<file path="src/blds_pkg.sv">
// ----------------------------------------------------------------------------
// blds_pkg
// Shared widths, codes, command/status bundles and ring index helpers.
// ----------------------------------------------------------------------------
`default_nettype none

package blds_pkg;

  localparam int unsigned DEPTH  = 16;
  localparam int unsigned IDX_W  = (DEPTH > 1) ? $clog2(DEPTH) : 1;
  localparam int unsigned CNT_W  = $clog2(DEPTH + 1);
  localparam int unsigned SUM_W  = CNT_W + 1;
  localparam int unsigned POS_W  = 7;
  localparam int unsigned DATA_W = 32;
  localparam int unsigned MODE_W = 3;
  localparam int unsigned STAT_W = 3;

  typedef logic [IDX_W-1:0]         idx_t;
  typedef logic [CNT_W-1:0]         cnt_t;
  typedef logic [SUM_W-1:0]         sum_t;
  typedef logic [POS_W-1:0]         pos_t;
  typedef logic signed [DATA_W-1:0] data_t;

  typedef enum logic [MODE_W-1:0] {
    MODE_PUSH_FRONT = 3'd0,
    MODE_PUSH_BACK  = 3'd1,
    MODE_POP_FRONT  = 3'd2,
    MODE_POP_BACK   = 3'd3,
    MODE_SEARCH     = 3'd4,
    MODE_DUMP       = 3'd5
  } mode_e;

  typedef enum logic [STAT_W-1:0] {
    STAT_DONE      = 3'd0,
    STAT_OVERFLOW  = 3'd1,
    STAT_EMPTY     = 3'd2,
    STAT_FOUND     = 3'd3,
    STAT_NOT_FOUND = 3'd4,
    STAT_DUMPED    = 3'd5
  } status_e;

  typedef struct packed {
    logic accept;
    logic issue;
    logic flush;
  } cmd_t;

  typedef struct packed {
    logic list_empty;
    logic issue_last;
    logic scan_search;
  } sts_t;

  function automatic idx_t ring_add(idx_t base, cnt_t off);
    sum_t s;
    s = sum_t'(base) + sum_t'(off);
    if (s >= sum_t'(DEPTH)) begin
      s = s - sum_t'(DEPTH);
    end
    return idx_t'(s);
  endfunction

  function automatic idx_t ring_inc(idx_t idx);
    return (idx == idx_t'(DEPTH - 1)) ? '0 : idx + idx_t'(1);
  endfunction

  function automatic idx_t ring_dec(idx_t idx);
    return (idx == '0) ? idx_t'(DEPTH - 1) : idx - idx_t'(1);
  endfunction

endpackage

`default_nettype wire

</file>
<file path="src/blds_ctrl.sv">
// ----------------------------------------------------------------------------
// blds_ctrl
// Controller: accepts commands and sequences the search and dump scans.
// ----------------------------------------------------------------------------
`default_nettype none

module blds_ctrl
  import blds_pkg::*;
(
  input  logic               clk_i,
  input  logic               rst_ni,
  input  logic               start_i,
  input  logic [MODE_W-1:0]  mode_i,
  input  sts_t               sts_i,
  output cmd_t               cmd_o,
  output logic               busy_o
);

  typedef enum logic [3:0] {
    ST_IDLE  = 4'b0001,
    ST_SCAN  = 4'b0010,
    ST_WAIT  = 4'b0100,
    ST_FLUSH = 4'b1000
  } state_e;

  state_e state_q, state_d;

  always_comb begin
    state_d = state_q;
    cmd_o   = '0;
    busy_o  = 1'b1;
    case (state_q)
      ST_IDLE: begin
        busy_o = 1'b0;
        if (start_i) begin
          cmd_o.accept = 1'b1;
          if ((mode_i == MODE_SEARCH || mode_i == MODE_DUMP) && !sts_i.list_empty) begin
            state_d = ST_SCAN;
          end
        end
      end
      ST_SCAN: begin
        cmd_o.issue = 1'b1;
        if (sts_i.issue_last) begin
          state_d = ST_WAIT;
        end
      end
      ST_WAIT: begin
        state_d = sts_i.scan_search ? ST_FLUSH : ST_IDLE;
      end
      ST_FLUSH: begin
        cmd_o.flush = 1'b1;
        state_d     = ST_IDLE;
      end
      default: begin
        state_d = ST_IDLE;
      end
    endcase
  end

  always_ff @(posedge clk_i or negedge rst_ni) begin
    if (!rst_ni) begin
      state_q <= ST_IDLE;
    end else begin
      state_q <= state_d;
    end
  end

endmodule

`default_nettype wire

</file>
<file path="src/blds_dpath.sv">
// ----------------------------------------------------------------------------
// blds_dpath
// Datapath: entry memory, ring pointers, scan read stage, match holding
// register and result register.
// ----------------------------------------------------------------------------
`default_nettype none

module blds_dpath
  import blds_pkg::*;
(
  input  logic               clk_i,
  input  logic               rst_ni,
  input  cmd_t               cmd_i,
  output sts_t               sts_o,
  input  logic [MODE_W-1:0]  mode_i,
  input  data_t              value_i,
  output logic               result_valid_o,
  output logic [STAT_W-1:0]  status_o,
  output pos_t               position_o,
  output data_t              entry_value_o,
  output logic               last_o
);

  data_t   mem_q [DEPTH];

  idx_t    front_q, front_d;
  cnt_t    count_q, count_d;
  idx_t    idx_q, idx_d;
  logic    scan_dump_q, scan_dump_d;
  data_t   key_q, key_d;

  logic    rd_vld_q;
  data_t   rd_data_q;
  pos_t    rd_pos_q, rd_pos_d;
  logic    rd_last_q;
  idx_t    rd_addr;

  logic    pend_vld_q, pend_vld_d;
  pos_t    pend_pos_q, pend_pos_d;

  logic    wr_en;
  idx_t    wr_addr;

  logic    out_vld_q, out_vld_d;
  status_e out_status_q, out_status_d;
  pos_t    out_pos_q, out_pos_d;
  data_t   out_val_q, out_val_d;
  logic    out_last_q, out_last_d;

  logic    list_empty;
  logic    list_full;
  logic    issue_last;

  assign list_empty = (count_q == '0);
  assign list_full  = (count_q == cnt_t'(DEPTH));
  assign issue_last = ((cnt_t'(idx_q) + cnt_t'(1)) == count_q);
  assign rd_addr    = ring_add(front_q, cnt_t'(idx_q));
  assign rd_pos_d   = pos_t'(idx_q) + pos_t'(1);

  assign sts_o.list_empty  = list_empty;
  assign sts_o.issue_last  = issue_last;
  assign sts_o.scan_search = !scan_dump_q;

  always_comb begin
    front_d      = front_q;
    count_d      = count_q;
    idx_d        = idx_q;
    scan_dump_d  = scan_dump_q;
    key_d        = key_q;
    pend_vld_d   = pend_vld_q;
    pend_pos_d   = pend_pos_q;
    wr_en        = 1'b0;
    wr_addr      = front_q;
    out_vld_d    = 1'b0;
    out_status_d = STAT_DONE;
    out_pos_d    = '0;
    out_val_d    = '0;
    out_last_d   = 1'b1;

    if (cmd_i.accept) begin
      case (mode_i)
        MODE_PUSH_FRONT, MODE_PUSH_BACK: begin
          out_vld_d = 1'b1;
          if (list_full) begin
            out_status_d = STAT_OVERFLOW;
          end else begin
            wr_en   = 1'b1;
            count_d = count_q + cnt_t'(1);
            if (mode_i == MODE_PUSH_FRONT) begin
              front_d = ring_dec(front_q);
              wr_addr = ring_dec(front_q);
            end else begin
              wr_addr = ring_add(front_q, count_q);
            end
          end
        end
        MODE_POP_FRONT, MODE_POP_BACK: begin
          out_vld_d = 1'b1;
          if (list_empty) begin
            out_status_d = STAT_EMPTY;
          end else begin
            count_d = count_q - cnt_t'(1);
            if (mode_i == MODE_POP_FRONT) begin
              front_d = ring_inc(front_q);
            end
          end
        end
        MODE_SEARCH, MODE_DUMP: begin
          if (list_empty) begin
            out_vld_d    = 1'b1;
            out_status_d = STAT_EMPTY;
          end else begin
            idx_d       = '0;
            scan_dump_d = (mode_i == MODE_DUMP);
            key_d       = value_i;
            pend_vld_d  = 1'b0;
          end
        end
        default: begin
          out_vld_d = 1'b1;
        end
      endcase
    end

    if (cmd_i.issue) begin
      idx_d = idx_q + idx_t'(1);
    end

    if (rd_vld_q) begin
      if (scan_dump_q) begin
        out_vld_d    = 1'b1;
        out_status_d = STAT_DUMPED;
        out_pos_d    = rd_pos_q;
        out_val_d    = rd_data_q;
        out_last_d   = rd_last_q;
      end else if (rd_data_q == key_q) begin
        pend_vld_d = 1'b1;
        pend_pos_d = rd_pos_q;
        if (pend_vld_q) begin
          out_vld_d    = 1'b1;
          out_status_d = STAT_FOUND;
          out_pos_d    = pend_pos_q;
          out_last_d   = 1'b0;
        end
      end
    end

    if (cmd_i.flush) begin
      out_vld_d = 1'b1;
      if (pend_vld_q) begin
        out_status_d = STAT_FOUND;
        out_pos_d    = pend_pos_q;
      end else begin
        out_status_d = STAT_NOT_FOUND;
      end
    end
  end

  always_ff @(posedge clk_i) begin
    if (wr_en) begin
      mem_q[wr_addr] <= value_i;
    end
    rd_data_q <= mem_q[rd_addr];
  end

  always_ff @(posedge clk_i or negedge rst_ni) begin
    if (!rst_ni) begin
      front_q     <= '0;
      count_q     <= '0;
      idx_q       <= '0;
      scan_dump_q <= 1'b0;
      rd_vld_q    <= 1'b0;
      pend_vld_q  <= 1'b0;
      out_vld_q   <= 1'b0;
    end else begin
      front_q     <= front_d;
      count_q     <= count_d;
      idx_q       <= idx_d;
      scan_dump_q <= scan_dump_d;
      rd_vld_q    <= cmd_i.issue;
      pend_vld_q  <= pend_vld_d;
      out_vld_q   <= out_vld_d;
    end
  end

  always_ff @(posedge clk_i) begin
    key_q        <= key_d;
    rd_pos_q     <= rd_pos_d;
    rd_last_q    <= issue_last;
    pend_pos_q   <= pend_pos_d;
    out_status_q <= out_status_d;
    out_pos_q    <= out_pos_d;
    out_val_q    <= out_val_d;
    out_last_q   <= out_last_d;
  end

  assign result_valid_o = out_vld_q;
  assign status_o       = out_status_q;
  assign position_o     = out_pos_q;
  assign entry_value_o  = out_val_q;
  assign last_o         = out_last_q;

endmodule

`default_nettype wire

</file>
<file path="src/bounded_list_deque_search.sv">
// ----------------------------------------------------------------------------
// bounded_list_deque_search
// Bounded double-ended list of signed 32-bit values with search and dump.
//
// Command channel: mode_i and value_i are taken at a rising edge where
// start is high and busy is low. Result channel: each result beat is on
// status_o, position_o, entry_value_o and last_o for one cycle while
// result_valid_o is high; last_o marks the final beat of a command.
// The receiver cannot stall; every beat must be taken when shown.
// Push, remove, undefined modes and any command on an empty list give one
// beat in the cycle after acceptance, and busy stays low, so these run at
// one command per cycle. Search and dump walk the list through the entry
// memory's single read port, one entry per cycle, with busy high during the
// scan, the wait state and, for a search, the flush state. A dump's beats
// pass the scan read stage and result register; a search holds each match
// until the next match or the scan ends, so the last match carries last_o.
// Reset clears the list to empty and the front pointer to zero; entry
// storage is not cleared and needs no sweep.
// ----------------------------------------------------------------------------
`default_nettype none

module bounded_list_deque_search
  import blds_pkg::*;
(
  input  logic               clk_i,
  input  logic               rst_ni,
  input  logic               start,
  output logic               busy,
  input  logic [MODE_W-1:0]  mode_i,
  input  data_t              value_i,
  output logic               result_valid_o,
  output logic [STAT_W-1:0]  status_o,
  output pos_t               position_o,
  output data_t              entry_value_o,
  output logic               last_o
);

  cmd_t cmd;
  sts_t sts;

  blds_ctrl u_ctrl (
    .clk_i   (clk_i),
    .rst_ni  (rst_ni),
    .start_i (start),
    .mode_i  (mode_i),
    .sts_i   (sts),
    .cmd_o   (cmd),
    .busy_o  (busy)
  );

  blds_dpath u_dpath (
    .clk_i          (clk_i),
    .rst_ni         (rst_ni),
    .cmd_i          (cmd),
    .sts_o          (sts),
    .mode_i         (mode_i),
    .value_i        (value_i),
    .result_valid_o (result_valid_o),
    .status_o       (status_o),
    .position_o     (position_o),
    .entry_value_o  (entry_value_o),
    .last_o         (last_o)
  );

endmodule

`default_nettype wire

</file>
<file path="config.mk">
export PLATFORM = sky130hd
export DESIGN_NAME = bounded_list_deque_search
export DESIGN_NICKNAME = d
export VERILOG_FILES = /design/src/blds_pkg.sv /design/src/blds_ctrl.sv /design/src/blds_dpath.sv /design/src/bounded_list_deque_search.sv
export SDC_FILE = /design/constraint.sdc
export NUM_CORES = 1
export LEC_CHECK = 0
export BUFFER_PORTS_ARGS = -buffer_cell sky130_fd_sc_hd__buf_2
export CAP_MARGIN = 5
export CORE_MARGIN = 2
export CORE_UTILIZATION = 40
export CTS_CLUSTER_SIZE = 40
export DETAILED_ROUTE_END_ITERATION = 6
export PLACE_DENSITY = 0.57
export SLEW_MARGIN = 15
export SYNTH_ARGS = -nofsm -noshare
export SYNTH_HDL_FRONTEND = slang
export SYNTH_SLANG_ARGS = --single-unit
</file>
<file path="constraint.sdc">
create_clock -name clk_i -period 3.77 [get_ports clk_i]
set_input_delay 0.9425 -clock clk_i [delete_from_list [all_inputs] [get_ports clk_i]]
set_output_delay 0.9425 -clock clk_i [all_outputs]
set_load 0.005 [all_outputs]
</file>
==> summary.md <==
| Metric | Value |
|---|---|
| FMAX | `320.1 MHz` |
| Port bufs | `80` |
| Synthesized flop and latch total | `649` |
| FILL cells | `5084` |
| Mapped cell area | `24700 um2` |
| Worst EP arrival | `3.44 ns` |
| Die width | `252.5 um` |
| CTS clk-pin slew, worst paths | `0.06 ns` |
| CTS H-Tree Depth | `3` |
| Setup CP Type | `flip-flop to flip-flop` |
| Final worst path period share | `0.8288` |
| Worst-margin pin slew | `0.9361 ns` |
| CP Launch Type | `flip-flop` |
| # IOs | `83` |
| Final core occ | `0.4672` |
| RSZ-0062 raised after global routing | `no` |
| GP Congestion | `0.8046` |
| R2R cell count | `8` |
| Synth Flop Type | `edfxtp_1` |
| Avg Vias per Cell | `5.491` |
| Initial antenna violation count | `2` |
| Congestion Overflow GR | `0` |
| Clk sink count | `649` |
| Cell variety after synth | `59` |
| Worst hold slack | `0.3242 ns` |
| Seq/Total Area, Yosys | `0.7528` |
| Total GRT Usage | `0.1828` |
| Routed Antenna Nets | `0` |
| CP Data Required Time | `4.09 ns` |
| Worst-path maximum fanout | `32` |
| Multi-input combinational cell area | `5884 um2` |
| Synth cell count leaders | `549 x edfxtp_1, 128 x mux4_2, 79 x dfxtp_1` |
| Count leader, synth | `edfxtp_1` |
| Vias in the first global route | `12570` |
| Setup TNS | `0 ns` |
| Minimum clock period | `3.124 ns` |
| Core area | `61370 um2` |
| Layout area overhead | `16.10%` |
| First-pass DRT Iterations | `7` |
| Ys Warns | `0` |
| Reg area | `18590 um2` |
| Number of DRC markers in iteration 0 | `1170` |
| Rel. slew slack | `0.3759` |
| Hold-fix buffers, CTS | `0` |
| EDFF count, synth | `549` |
| TritonCTS Buffers | `69` |
| Leakage Power | `0.009660 uW` |
| Dpl hpwl | `32.59 mm` |
| Fin. Hold Viols | `0` |
| CP endpoint kind | `flip-flop` |
| Slew Limit Fails | `0` |
| Initial core utilization | `0.4025` |
| Min-Delay Path Class | `primary input to async pin` |
| Design Power | `21610 uW` |
| Pwr dens | `753.6 nW/um2` |
| N_diodes | `0` |
| Clock insertion delay at the later pin of the skew report | `0.60 ns` |
| Syn_area_per_cell | `19.49 um2` |
| Vias | `12310` |
| Syn Inst Count | `1267` |
| Share of cells above drive strength 1 | `0.2700` |
| Die Y | `252.5 um` |
| Final setup fails | `0` |
| CTS tree | `built` |
| DRC | `0` |
| Clock Path Buffers | `3` |
| Setup bufs post-CTS | `0` |
| Clock Skew | `0.01056 ns` |
| Root Driver | `clkbuf_16` |
| Maxcap violations | `0` |
| Post-synth top area share | `0.6675` |
| Reg-to-reg slack, setup | `0.65 ns` |
| Post_cts resized | `0` |
| Max IR drop VDD | `0.4261 mV` |
| DR WL/cell | `25.53 um` |
| Global-route wire length before repair | `84.31 mm` |
| Status | `finished, final reports clean` |
| Cell taking the most area after synthesis | `edfxtp_1` |
| Die area | `63750 um2` |
| Largest net degree at the start of global routing | `97` |
| Top post-synthesis cells by area | `edfxtp_1 67%, mux4_2 12%, dfxtp_1 6.4%, dfrtp_1 2.0%, xnor2_1 1.6%` |
| Async SR Flop Fraction | `0.03236` |
| Post-Route WL | `57.24 mm` |
| Nets | `1452` |
| FP Rows | `91` |
-- metrics by stage --
| step | instance area (um2) | worst slack, ns | std cells |
|---|---|---|---|
| floorplan | 24700 | 0.2237 | 1268 |
| global placement | 26500 | 0.3101 | 2118 |
| detailed placement | 26510 | 0.6105 | 2118 |
| CTS | 28680 | 0.6434 | 2242 |
| global route | 28680 | 0.4385 | 2242 |
| finish | 28680 | 0.6455 | 2242 |
-- worst paths after layout --
check                                         to                start
setup / recovery            u_dpath.mem_q[5][19]   u_dpath.front_q[1]
hold / removal                u_dpath.count_q[0]               rst_ni
setup reg to reg            u_dpath.mem_q[5][19]   u_dpath.front_q[1]
hold reg to reg            u_dpath.pend_pos_q[3]  u_dpath.rd_pos_q[3]
max in group asynchronous      u_ctrl.state_q[0]               rst_ni
min in group clk_i         u_dpath.pend_pos_q[3]  u_dpath.rd_pos_q[3]
-- final cells by class --
cell class                      instances  share of cell area
Tap cell                              790             0.03447
Inverter                               25            0.003273
Timing Repair Buffer                  126             0.03299
Clock buffer                           98             0.06907
Multi-Input combinational cell        528              0.2052
Clock inverter                         26            0.006545
Sequential cell                       649              0.6484
-- report_power, final --
part	switching, uW	internal (uW)	total [uW]
Sequential	377	8320	8690
Combinational	3510	2920	6430
Clock	2690	3800	6480
Total	6570	15000	21600
-- logic make-up (layout without fill, tap and decap cells) --
family	count (synthesis)	in the layout	share of synthesized area
DFF	649	649	0.7528
muxes	162	162	0.1305
other	1	2	0.0001518
adders and majority gates	15	15	0.008511
and+or+nand+nor	202	202	0.04493
xor gates and xnor gates	54	54	0.02001
AOI/OAI and AO/OA	93	93	0.02700
buffers and inverters	91	275	0.01606
-- cells in the final DEF, fill, tap and decap left out, drive strengths merged, types with 2 or more instances in the layout --
cell type | netlist | final
o21a | 2 | 2
nand4 | 12 | 12
o211ai | 35 | 35
a21oi | 6 | 6
nor4 | 5 | 5
bufinv | 0 | 2
clkinvlp | 0 | 4
mux4 | 128 | 128
a21o | 5 | 5
o31ai | 3 | 3
o21ai | 25 | 25
ha | 12 | 12
nor2b | 3 | 3
fa | 3 | 3
a31oi | 3 | 3
nor2 | 31 | 31
edfxtp | 549 | 549
conb | 1 | 2
nor4b | 2 | 2
o2111ai | 2 | 2
xor2 | 9 | 9
buf | 32 | 126
and3 | 35 | 35
clkbuf | 34 | 98
nand2 | 24 | 24
nand2b | 2 | 2
xnor2 | 44 | 44
a22oi | 6 | 6
mux2i | 34 | 34
clkinv | 0 | 20
dfxtp | 79 | 79
or4b | 2 | 2
inv | 25 | 25
nor3 | 6 | 6
nand3 | 72 | 72
dfrtp | 20 | 20
and2 | 2 | 2
-- state kept, by name, summed over array words and instances, names as in the netlist, 3 cells and up --
signal / count
u_dpath.rd_data_q: 32
u_dpath.rd_pos_q: 5
u_dpath.pend_pos_q: 5
u_dpath.count_q: 5
u_dpath.key_q: 32
u_dpath.mem_q: 512
u_dpath.front_q: 4
u_dpath.idx_q: 4
u_dpath.entry_value_o: 32
u_dpath.position_o: 5
u_ctrl.state_q: 4
u_dpath.status_o: 3
-- routing by layer --
layer	vias up	wire [um]	GRT usage
li1	5365	-	-
met1	6507	24980	0.2527
met2	344	27790	0.2955
met3	95	3040	0.03615
met4	0	1428	0.05309
met5	-	0	0
-- worst max-delay path, cell delays in order (launching register included) --
cell and delay [ns]:
dfrtp_1 0.47, inv_1 0.23, ha_1 0.27, o21ba_2 0.18
o31ai_1 0.47, inv_1 0.10, a32oi_1 0.79, nor2_4 0.08
buf_12 0.22
Note: power is estimated with default switching activity, not from simulation.
